**src/rtl/core/ged_pkg.sv**
```systemverilog
// Shared types, constants and helpers for the Gilbert-Elliott packet dropper.
// No dependencies; every other file of the block uses it by scoped names.

package ged_pkg;

  // field and register widths
  localparam int TAG_W      = 16;
  localparam int PROB_W     = 17;
  localparam int DRAW_W     = 16;
  localparam int CNT_W      = 32;
  localparam int POS_W      = 7;
  localparam int PCT_W      = 7;
  localparam int MODE_W     = 2;
  localparam int RNG_W      = 32;
  localparam int CFG_IDX_W  = 3;
  localparam int CFG_DATA_W = 32;

  // deterministic run length and generator defaults
  localparam logic [POS_W-1:0] CYCLE_LEN    = 7'd100;
  localparam logic [POS_W-1:0] CYCLE_LAST   = CYCLE_LEN - 7'd1;
  localparam logic [RNG_W-1:0] SEED_DEFAULT = 32'd51;
  localparam logic [RNG_W-1:0] SEED_ZERO_FIX = 32'd1;

  // reset values of the probability registers
  localparam logic [PROB_W-1:0] KEEP_GOOD_RESET    = 17'd65536;
  localparam logic [PROB_W-1:0] UNIFORM_DROP_RESET = 17'd1966;
  localparam logic [PCT_W-1:0]  DROP_PCT_RESET     = 7'd3;

  // bit positions in the mode register; deterministic wins over uniform
  localparam int MODE_BIT_UNIFORM = 0;
  localparam int MODE_BIT_DETERM  = 1;

  // configuration register indexes
  typedef enum logic [CFG_IDX_W-1:0] {
    REG_MODE              = 3'd0,
    REG_GOOD_TO_BAD       = 3'd1,
    REG_BAD_TO_GOOD       = 3'd2,
    REG_KEEP_IN_BAD       = 3'd3,
    REG_KEEP_IN_GOOD      = 3'd4,
    REG_UNIFORM_DROP_RATE = 3'd5,
    REG_DROP_PERCENT      = 3'd6,
    REG_RNG_SEED          = 3'd7
  } reg_idx_t;

  // configuration seen by the decision logic
  typedef struct packed {
    logic [MODE_W-1:0] mode;
    logic [PROB_W-1:0] good_to_bad;
    logic [PROB_W-1:0] bad_to_good;
    logic [PROB_W-1:0] keep_in_bad;
    logic [PROB_W-1:0] keep_in_good;
    logic [PROB_W-1:0] uniform_drop_rate;
    logic [PCT_W-1:0]  drop_percent;
  } cfg_t;

  // per-packet channel state
  typedef struct packed {
    logic              channel_bad;
    logic [RNG_W-1:0]  rng_word;
    logic [POS_W-1:0]  cycle_pos;
    logic [CNT_W-1:0]  drop_cnt;
    logic [CNT_W-1:0]  recv_cnt;
  } state_t;

  // one xorshift32 step
  function automatic logic [RNG_W-1:0] xorshift_next(input logic [RNG_W-1:0] x);
    logic [RNG_W-1:0] a;
    logic [RNG_W-1:0] b;
    a = x ^ (x << 13);
    b = a ^ (a >> 17);
    return b ^ (b << 5);
  endfunction

endpackage

```
**src/rtl/core/ged_req_if.sv**
```systemverilog
// Request channel of the packet dropper: valid/ready plus the packet tag.
// Depends on ged_pkg for the tag width.

interface ged_req_if;
  logic                      valid;
  logic                      ready;
  logic [ged_pkg::TAG_W-1:0] packet_tag;

  modport source (output valid, output packet_tag, input ready);
  modport sink   (input valid, input packet_tag, output ready);
endinterface

```
**src/rtl/core/ged_res_if.sv**
```systemverilog
// Result channel of the packet dropper: valid/ready plus the decision fields.
// Depends on ged_pkg for the field widths.

interface ged_res_if;
  logic                      valid;
  logic                      ready;
  logic [ged_pkg::TAG_W-1:0] tag_out;
  logic                      keep;
  logic [ged_pkg::CNT_W-1:0] dropped_total;
  logic [ged_pkg::CNT_W-1:0] received_total;

  modport source (output valid, output tag_out, output keep, output dropped_total,
                  output received_total, input ready);
  modport sink   (input valid, input tag_out, input keep, input dropped_total,
                  input received_total, output ready);
endinterface

```
**src/rtl/core/ged_decide.sv**
```systemverilog
// Keep/drop decision and next channel state for one packet.
// Depends on ged_pkg (cfg_t, state_t, xorshift_next).

module ged_decide (
  input  ged_pkg::cfg_t   cfg,
  input  ged_pkg::state_t cur,
  output ged_pkg::state_t nxt,
  output logic            keep
);

  logic [ged_pkg::RNG_W-1:0]  rng;
  logic [ged_pkg::PROB_W-1:0] keep_draw;
  logic [ged_pkg::PROB_W-1:0] trans_draw;
  logic [ged_pkg::POS_W-1:0]  pos_inc;

  // advance the generator, split into keep and transition draws
  always_comb begin
    rng        = ged_pkg::xorshift_next(cur.rng_word);
    keep_draw  = {1'b0, rng[ged_pkg::RNG_W-1 -: ged_pkg::DRAW_W]};
    trans_draw = {1'b0, rng[ged_pkg::DRAW_W-1:0]};
  end

  // position within the run of 100, wrapping
  assign pos_inc = (cur.cycle_pos == ged_pkg::CYCLE_LAST) ? '0 : cur.cycle_pos + 7'd1;

  // mode selection and state transition
  always_comb begin
    nxt          = cur;
    nxt.rng_word = rng;
    nxt.recv_cnt = cur.recv_cnt + 32'd1;
    if (cfg.mode[ged_pkg::MODE_BIT_DETERM]) begin
      nxt.cycle_pos = pos_inc;
      keep          = !({1'b0, pos_inc} < {1'b0, cfg.drop_percent});
    end else if (cfg.mode[ged_pkg::MODE_BIT_UNIFORM]) begin
      keep = keep_draw > cfg.uniform_drop_rate;
    end else if (!cur.channel_bad) begin
      keep = keep_draw < cfg.keep_in_good;
      if (trans_draw < cfg.good_to_bad) begin
        nxt.channel_bad = 1'b1;
      end
    end else begin
      keep = keep_draw < cfg.keep_in_bad;
      if (trans_draw < cfg.bad_to_good) begin
        nxt.channel_bad = 1'b0;
      end
    end
    nxt.drop_cnt = keep ? cur.drop_cnt : cur.drop_cnt + 32'd1;
  end

endmodule

```
**src/rtl/core/gilbert_elliott_packet_dropper_top.sv**
```systemverilog
// Top level of the Gilbert-Elliott packet dropper: config registers, input and
// result registers. Depends on ged_pkg, ged_req_if, ged_res_if and ged_decide.

// One result per request, in order. A request is taken every cycle when the
// result side keeps up. A request goes to the input register, its result to
// the result register. The rate is set by the per-packet state loop (xorshift
// step, draw compare, counter increments), combinational between the input
// and result registers. Configuration writes, including a seed load that
// restarts the random sequence (a seed of zero loads one), take effect on the
// next request and are meant to be made while no request is in flight.

module gilbert_elliott_packet_dropper_top (
  input  logic                           clk,
  input  logic                           rst,
  ged_req_if.sink                        req,
  ged_res_if.source                      res,
  input  logic                           cfg_we,
  input  logic [ged_pkg::CFG_IDX_W-1:0]  cfg_index,
  input  logic [ged_pkg::CFG_DATA_W-1:0] cfg_data
);

  ged_pkg::cfg_t   cfg;
  ged_pkg::state_t st;
  ged_pkg::state_t st_next;
  logic            keep_next;

  logic                      s1_valid;
  logic [ged_pkg::TAG_W-1:0] s1_tag;
  logic                      s1_adv;

  logic                      out_valid;
  logic [ged_pkg::TAG_W-1:0] out_tag;
  logic                      out_keep;
  logic [ged_pkg::CNT_W-1:0] out_dropped;
  logic [ged_pkg::CNT_W-1:0] out_received;

  logic [ged_pkg::RNG_W-1:0] seed_load;
  logic                      seed_we;

  // handshake
  assign s1_adv    = s1_valid && (!out_valid || res.ready);
  assign req.ready = !s1_valid || s1_adv;

  // configuration registers
  always_ff @(posedge clk) begin
    if (rst) begin
      cfg.mode              <= '0;
      cfg.good_to_bad       <= '0;
      cfg.bad_to_good       <= '0;
      cfg.keep_in_bad       <= '0;
      cfg.keep_in_good      <= ged_pkg::KEEP_GOOD_RESET;
      cfg.uniform_drop_rate <= ged_pkg::UNIFORM_DROP_RESET;
      cfg.drop_percent      <= ged_pkg::DROP_PCT_RESET;
    end else if (cfg_we) begin
      case (ged_pkg::reg_idx_t'(cfg_index))
        ged_pkg::REG_MODE:              cfg.mode <= cfg_data[ged_pkg::MODE_W-1:0];
        ged_pkg::REG_GOOD_TO_BAD:       cfg.good_to_bad <= cfg_data[ged_pkg::PROB_W-1:0];
        ged_pkg::REG_BAD_TO_GOOD:       cfg.bad_to_good <= cfg_data[ged_pkg::PROB_W-1:0];
        ged_pkg::REG_KEEP_IN_BAD:       cfg.keep_in_bad <= cfg_data[ged_pkg::PROB_W-1:0];
        ged_pkg::REG_KEEP_IN_GOOD:      cfg.keep_in_good <= cfg_data[ged_pkg::PROB_W-1:0];
        ged_pkg::REG_UNIFORM_DROP_RATE: begin
          cfg.uniform_drop_rate <= cfg_data[ged_pkg::PROB_W-1:0];
        end
        ged_pkg::REG_DROP_PERCENT:      cfg.drop_percent <= cfg_data[ged_pkg::PCT_W-1:0];
        default: ;
      endcase
    end
  end

  // seed write loads the generator; zero would lock it up
  assign seed_we   = cfg_we && (ged_pkg::reg_idx_t'(cfg_index) == ged_pkg::REG_RNG_SEED);
  assign seed_load = (cfg_data[ged_pkg::RNG_W-1:0] == '0) ? ged_pkg::SEED_ZERO_FIX
                                                          : cfg_data[ged_pkg::RNG_W-1:0];

  // input register
  always_ff @(posedge clk) begin
    if (rst) begin
      s1_valid <= 1'b0;
    end else if (req.ready) begin
      s1_valid <= req.valid;
    end
    if (req.valid && req.ready) begin
      s1_tag <= req.packet_tag;
    end
  end

  ged_decide u_decide (
    .cfg  (cfg),
    .cur  (st),
    .nxt  (st_next),
    .keep (keep_next)
  );

  // channel state
  always_ff @(posedge clk) begin
    if (rst) begin
      st.channel_bad <= 1'b0;
      st.rng_word    <= ged_pkg::SEED_DEFAULT;
      st.cycle_pos   <= '0;
      st.drop_cnt    <= '0;
      st.recv_cnt    <= '0;
    end else begin
      if (s1_adv) begin
        st <= st_next;
      end
      if (seed_we) begin
        st.rng_word <= seed_load;
      end
    end
  end

  // result register
  always_ff @(posedge clk) begin
    if (rst) begin
      out_valid <= 1'b0;
    end else if (s1_adv) begin
      out_valid <= 1'b1;
    end else if (res.ready) begin
      out_valid <= 1'b0;
    end
    if (s1_adv) begin
      out_tag      <= s1_tag;
      out_keep     <= keep_next;
      out_dropped  <= st_next.drop_cnt;
      out_received <= st_next.recv_cnt;
    end
  end

  assign res.valid          = out_valid;
  assign res.tag_out        = out_tag;
  assign res.keep           = out_keep;
  assign res.dropped_total  = out_dropped;
  assign res.received_total = out_received;

  // each decision counts exactly one received packet
  a_recv_step: assert property (@(posedge clk) disable iff (rst)
    s1_adv |=> st.recv_cnt == $past(st.recv_cnt) + 32'd1)
    else $error("receive count did not step by one");

  // a drop decision bumps the drop counter
  a_drop_step: assert property (@(posedge clk) disable iff (rst)
    s1_adv && !keep_next |=> st.drop_cnt == $past(st.drop_cnt) + 32'd1)
    else $error("drop count missed a dropped packet");

  // channel state only moves in Gilbert-Elliott mode
  a_chan_hold: assert property (@(posedge clk) disable iff (rst)
    s1_adv && (cfg.mode != '0) |=> st.channel_bad == $past(st.channel_bad))
    else $error("channel state changed outside Gilbert-Elliott mode");

  // run position stays inside the run
  a_pos_range: assert property (@(posedge clk) disable iff (rst)
    st.cycle_pos < ged_pkg::CYCLE_LEN)
    else $error("run position out of range");

  // a held request is not lost
  a_s1_hold: assert property (@(posedge clk) disable iff (rst)
    s1_valid && !s1_adv |=> s1_valid && $stable(s1_tag))
    else $error("stalled request lost");

endmodule
```
**src/flat_wrapper.sv**
```systemverilog
// flat-port wrapper written by rule: the top's interface ports become plain ports
module gilbert_elliott_packet_dropper_top_flat 
  (clk, rst, cfg_we, cfg_index, cfg_data, req_valid, req_packet_tag, req_ready, res_valid, res_tag_out, res_keep, res_dropped_total, res_received_total, res_ready);
  ged_req_if req_i ();
  ged_res_if res_i ();
  input  logic clk;
  input  logic rst;
  input  logic cfg_we;
  input  logic [ged_pkg::CFG_IDX_W-1:0] cfg_index;
  input  logic [ged_pkg::CFG_DATA_W-1:0] cfg_data;
  input wire logic [$bits(req_i.valid)-1:0] req_valid;
  input wire logic [$bits(req_i.packet_tag)-1:0] req_packet_tag;
  output wire logic [$bits(req_i.ready)-1:0] req_ready;
  output wire logic [$bits(res_i.valid)-1:0] res_valid;
  output wire logic [$bits(res_i.tag_out)-1:0] res_tag_out;
  output wire logic [$bits(res_i.keep)-1:0] res_keep;
  output wire logic [$bits(res_i.dropped_total)-1:0] res_dropped_total;
  output wire logic [$bits(res_i.received_total)-1:0] res_received_total;
  input wire logic [$bits(res_i.ready)-1:0] res_ready;
  assign req_i.valid = req_valid;
  assign req_i.packet_tag = req_packet_tag;
  assign req_ready = req_i.ready;
  assign res_valid = res_i.valid;
  assign res_tag_out = res_i.tag_out;
  assign res_keep = res_i.keep;
  assign res_dropped_total = res_i.dropped_total;
  assign res_received_total = res_i.received_total;
  assign res_i.ready = res_ready;
  gilbert_elliott_packet_dropper_top u_core (.clk(clk), .rst(rst), .req(req_i), .res(res_i), .cfg_we(cfg_we), .cfg_index(cfg_index), .cfg_data(cfg_data));
endmodule
```
**config.mk**
```make
export PLATFORM = sky130hd
export DESIGN_NAME = gilbert_elliott_packet_dropper_top_flat
export DESIGN_NICKNAME = d
export VERILOG_FILES = /design/src/rtl/core/ged_pkg.sv /design/src/rtl/core/ged_req_if.sv /design/src/rtl/core/ged_res_if.sv /design/src/rtl/core/ged_decide.sv /design/src/rtl/core/gilbert_elliott_packet_dropper_top.sv /design/src/flat_wrapper.sv
export SDC_FILE = /design/constraint.sdc
export NUM_CORES = 1
export LEC_CHECK = 0
export ABC_AREA = 0
export BUFFER_PORTS_ARGS = -buffer_cell sky130_fd_sc_hd__clkbuf_2
export CORE_UTILIZATION = 35
export CTS_BUF_LIST = sky130_fd_sc_hd__clkbuf_4 sky130_fd_sc_hd__clkbuf_8
export DETAILED_ROUTE_END_ITERATION = 12
export PLACE_DENSITY_LB_ADDON = 0.3
export SYNTH_ARGS = -nofsm -noshare
export SYNTH_HDL_FRONTEND = slang
export SYNTH_SLANG_ARGS = --single-unit
```
**constraint.sdc**
```tcl
create_clock -name clk -period 4.08 [get_ports clk]
set_clock_uncertainty 0.1 [all_clocks]
set_input_delay 0.204 -clock clk [delete_from_list [all_inputs] [get_ports clk]]
set_output_delay 0.204 -clock clk [all_outputs]
set_load 0.005 [all_outputs]
```
==> reports/metrics.cfg <==
[run_status]
status = finished, final reports clean

[synth]
syn_inst = 1630
postSynthAreaPerCell_um2 = 9.11
syn_area_mm2 = 0.0149
synthArstFlopShare_pct = 0
yosysWarnings = 0
ys_seq_elements = 297
synth_nets = 1771
synth_edf_count = 97
synth_top_cell_area_share_pct = 26.9
yosysTopAreaCell = dfxtp_1
ys_top_cells_by_area = dfxtp_1, edfxtp_1, ha_1, nand2_1, xnor2_1
ys_seq_area_share_pct = 46.6
ys_types = 63
ys_dominant_reg_cell = dfxtp_1

[timing]
fin_crit_sh_pct = 92.4
finalCriticalPeriod_ns = 3.77
fin_tns_setup_ns = 0
fmax_mhz = 265
hold_viol = 0
final_max_slew_viol_count = 0
maxSlewHeadroom_pct = 30.8
rsz0062_at_grt = no
worst_slew_pin_slew_ns = 1.04
finalSetupViolCount = 0

[setup_path]
critPathLaunchType = flop
ff2ff_path_depth = 14
path_max_fanout = 34
cpMostUsedCell = buf_4
crit_path_end_kind = flop
required_ns = 4.54
crit_chain = xor2_1 -> xnor2_1 -> buf_4 -> ha_1 -> nand4b_1 -> nor3_1 -> buf_4 -> o311ai_1 -> a211oi_2 -> buf_4 -> nand3_2 -> buf_12 -> or4_1 -> a21oi_1
worstPathArrival_ns = 4.23
reg2reg_slack_ns = 0.31
slowest_stage = dfxtp_1
cpPeakStageDelay_ns = 0.41
critical_path_class = reg2reg

[clocking]
cts_buffers = 52
clkSinkCount = 297
worstSkewPairLatency_ns = 0.65
cts_root_buf = clkbuf_8
cts_htree_levels = 2
clockBufferDepth = 3
cts_tree = built
clk_pin_slew_ns = 0.07

[routing]
routed_wirelength_mm = 39.6
viasPerCell = 5.01
drc = 0
drtAntennaViolNets = 0
drt-wirelength-per-cell_um = 16.3
vias = 12180
drt_iter0_markers = 712
dr.pass1.iters = 5

[global_route]
grt_pass1_wl_mm = 63.4
grt_busiest_layer = met2
first_global_vias = 11927
gr-usage-met3_pct = 3.82
grtUsageTotal_pct = 18.4
grt.met1_usage_pct = 23.4
grt_max_degree = 68
met2_usage_pct = 30.9
gr-total-overflow = 0
antenna_found_initial = 0

[final_layout]
n_fill_cell = 4088
n_antenna_cell = 0
final_cells = 2429
area_growth_syn_to_layout_pct = 21.0
finalNetCount = 1990
drive_gt1_share_pct = 15.8
finalInstanceArea_mm2 = 0.0180
post-route-util_pct = 42.9

[power]
fin_total_pwr_uw = 9710
power_density_mw_per_mm2 = 540
p_leak_uw = 0.00672
vdd_drop_max_uv = 270

[die]
die_h_um = 208
coreArea_mm2 = 0.0419
rows = 75
dieArea_mm2 = 0.0433
io_pins = 139
die_w_um = 208
start_util_pct = 35.4

[worst_hold_path]
min_path_cells = 5
hold_class = in2reg

[run]
maxCapViolCount = 0

[place]
dp_hpwl_mm = 27.3
portBuffers = 138
dpl_cell_area_mm2 = 0.0163
dp.cells = 2276
routabilityCongestion = 0.944

## worst max-delay path: cells and delay by family (launching register included)
kind            cells  cell delay, ns
simple gates        4            1.03
buf+inv             4            0.76
xor+xnor            2            0.57
compound gates      3            0.53
flops               1            0.41
fa+ha+maj           1            0.29
## worst paths after layout
kind,startpoint,to
worst max register to register,u_core.st[83],u_core.st[63]
worst min register to register,u_core.s1_tag[6],u_core.res.tag_out[6]
worst min-delay path,cfg_index[2],u_core.cfg[92]
worst max-delay path,u_core.st[83],u_core.st[63]
## repair_timing
action	4_1_cts	5_1_grt
gates resized for setup	0	2
setup endpoints to repair	0	22
endpoints found under the hold margin	151	0
buffers inserted	0	1
hold buffers	57	0
## where the power goes
part	switching [uW]	leakage [uW]	internal, uW
clock network	1280	0.000584	1630
logic	1970	0.00363	1530
registers	101	0.00250	3200
## registers in the layout, indices dropped and copies added, names as in the netlist
| signal | count |
|---|---|
| u_core.cfg | 94 |
| u_core.res.valid | 1 |
| u_core.res.keep | 1 |
| u_core.st | 104 |
| u_core.s1_valid | 1 |
| u_core.res.received_total | 32 |
| u_core.res.tag_out | 16 |
| u_core.res.dropped_total | 32 |
| u_core.s1_tag | 16 |
## layer usage
| layer | part of all wire (%) | wire length (um) |
|---|---|---|
| met5 | 0 | 0 |
| met4 | 2.9 | 1140 |
| met3 | 5.2 | 2060 |
| met2 | 47 | 18600 |
| met1 | 45 | 17800 |
## through the flow
stage	hold WS, ns	setup WS (ns)
after floorplan	0.203	0.590
after global placement	0.283	0.234
after detailed placement	0.283	0.179
after CTS	0.0344	0.184
after global routing	0.142	0.0107
final	0.0875	0.308
## logic make-up after synthesis
family / count (synthesis) / synth area share, %
multiplexers: 35 / 2.41
buffers and inverters: 179 / 4.61
AND/OR/NAND/NOR: 598 / 18.8
XOR/XNOR: 154 / 9.22
flip-flops: 297 / 46.6
AO/OA/AOI/OAI: 282 / 11.2
adder cells (fa/ha/maj): 85 / 7.16
## cells in the mapped netlist (29+ instances only)
library cell,count
a21oi_1,146
clkbuf_1,67
dfxtp_1,200
edfxtp_1,97
ha_1,85
inv_1,101
mux2i_1,29
nand2_1,260
nand3_1,51
nor2_1,105
o21ai_0,50
or3_1,30
xnor2_1,92
xor2_1,60
## area by class of cell
cell class                 count  area (um2)  share of cell area [%]
multi-input combinational   1154        7270                    40.4
sequential                   297        6920                    38.5
timing repair buffer         243        1640                    9.10
clock buffer                  71         902                    5.02
tap                          539         674                    3.75
inverter                     101         384                    2.14
clock inverter                24         198                    1.10
## placed cells by master (no fill, tap or decap), types with 17 or more instances in the layout
cell type,n
a21o_1,18
a21oi_1,146
and2_1,20
and3_1,17
buf_4,48
clkbuf_2,137
clkbuf_8,59
dfxtp_1,200
dlygate4sd3_1,57
edfxtp_1,97
ha_1,85
inv_1,100
mux2i_1,29
nand2_1,259
nand3_1,50
nand4_1,25
nor2_1,104
nor3_1,24
o21ai_0,50
or3_1,30
xnor2_1,92
xor2_1,60
No activity file was read; power rests on OpenSTA's default activity.
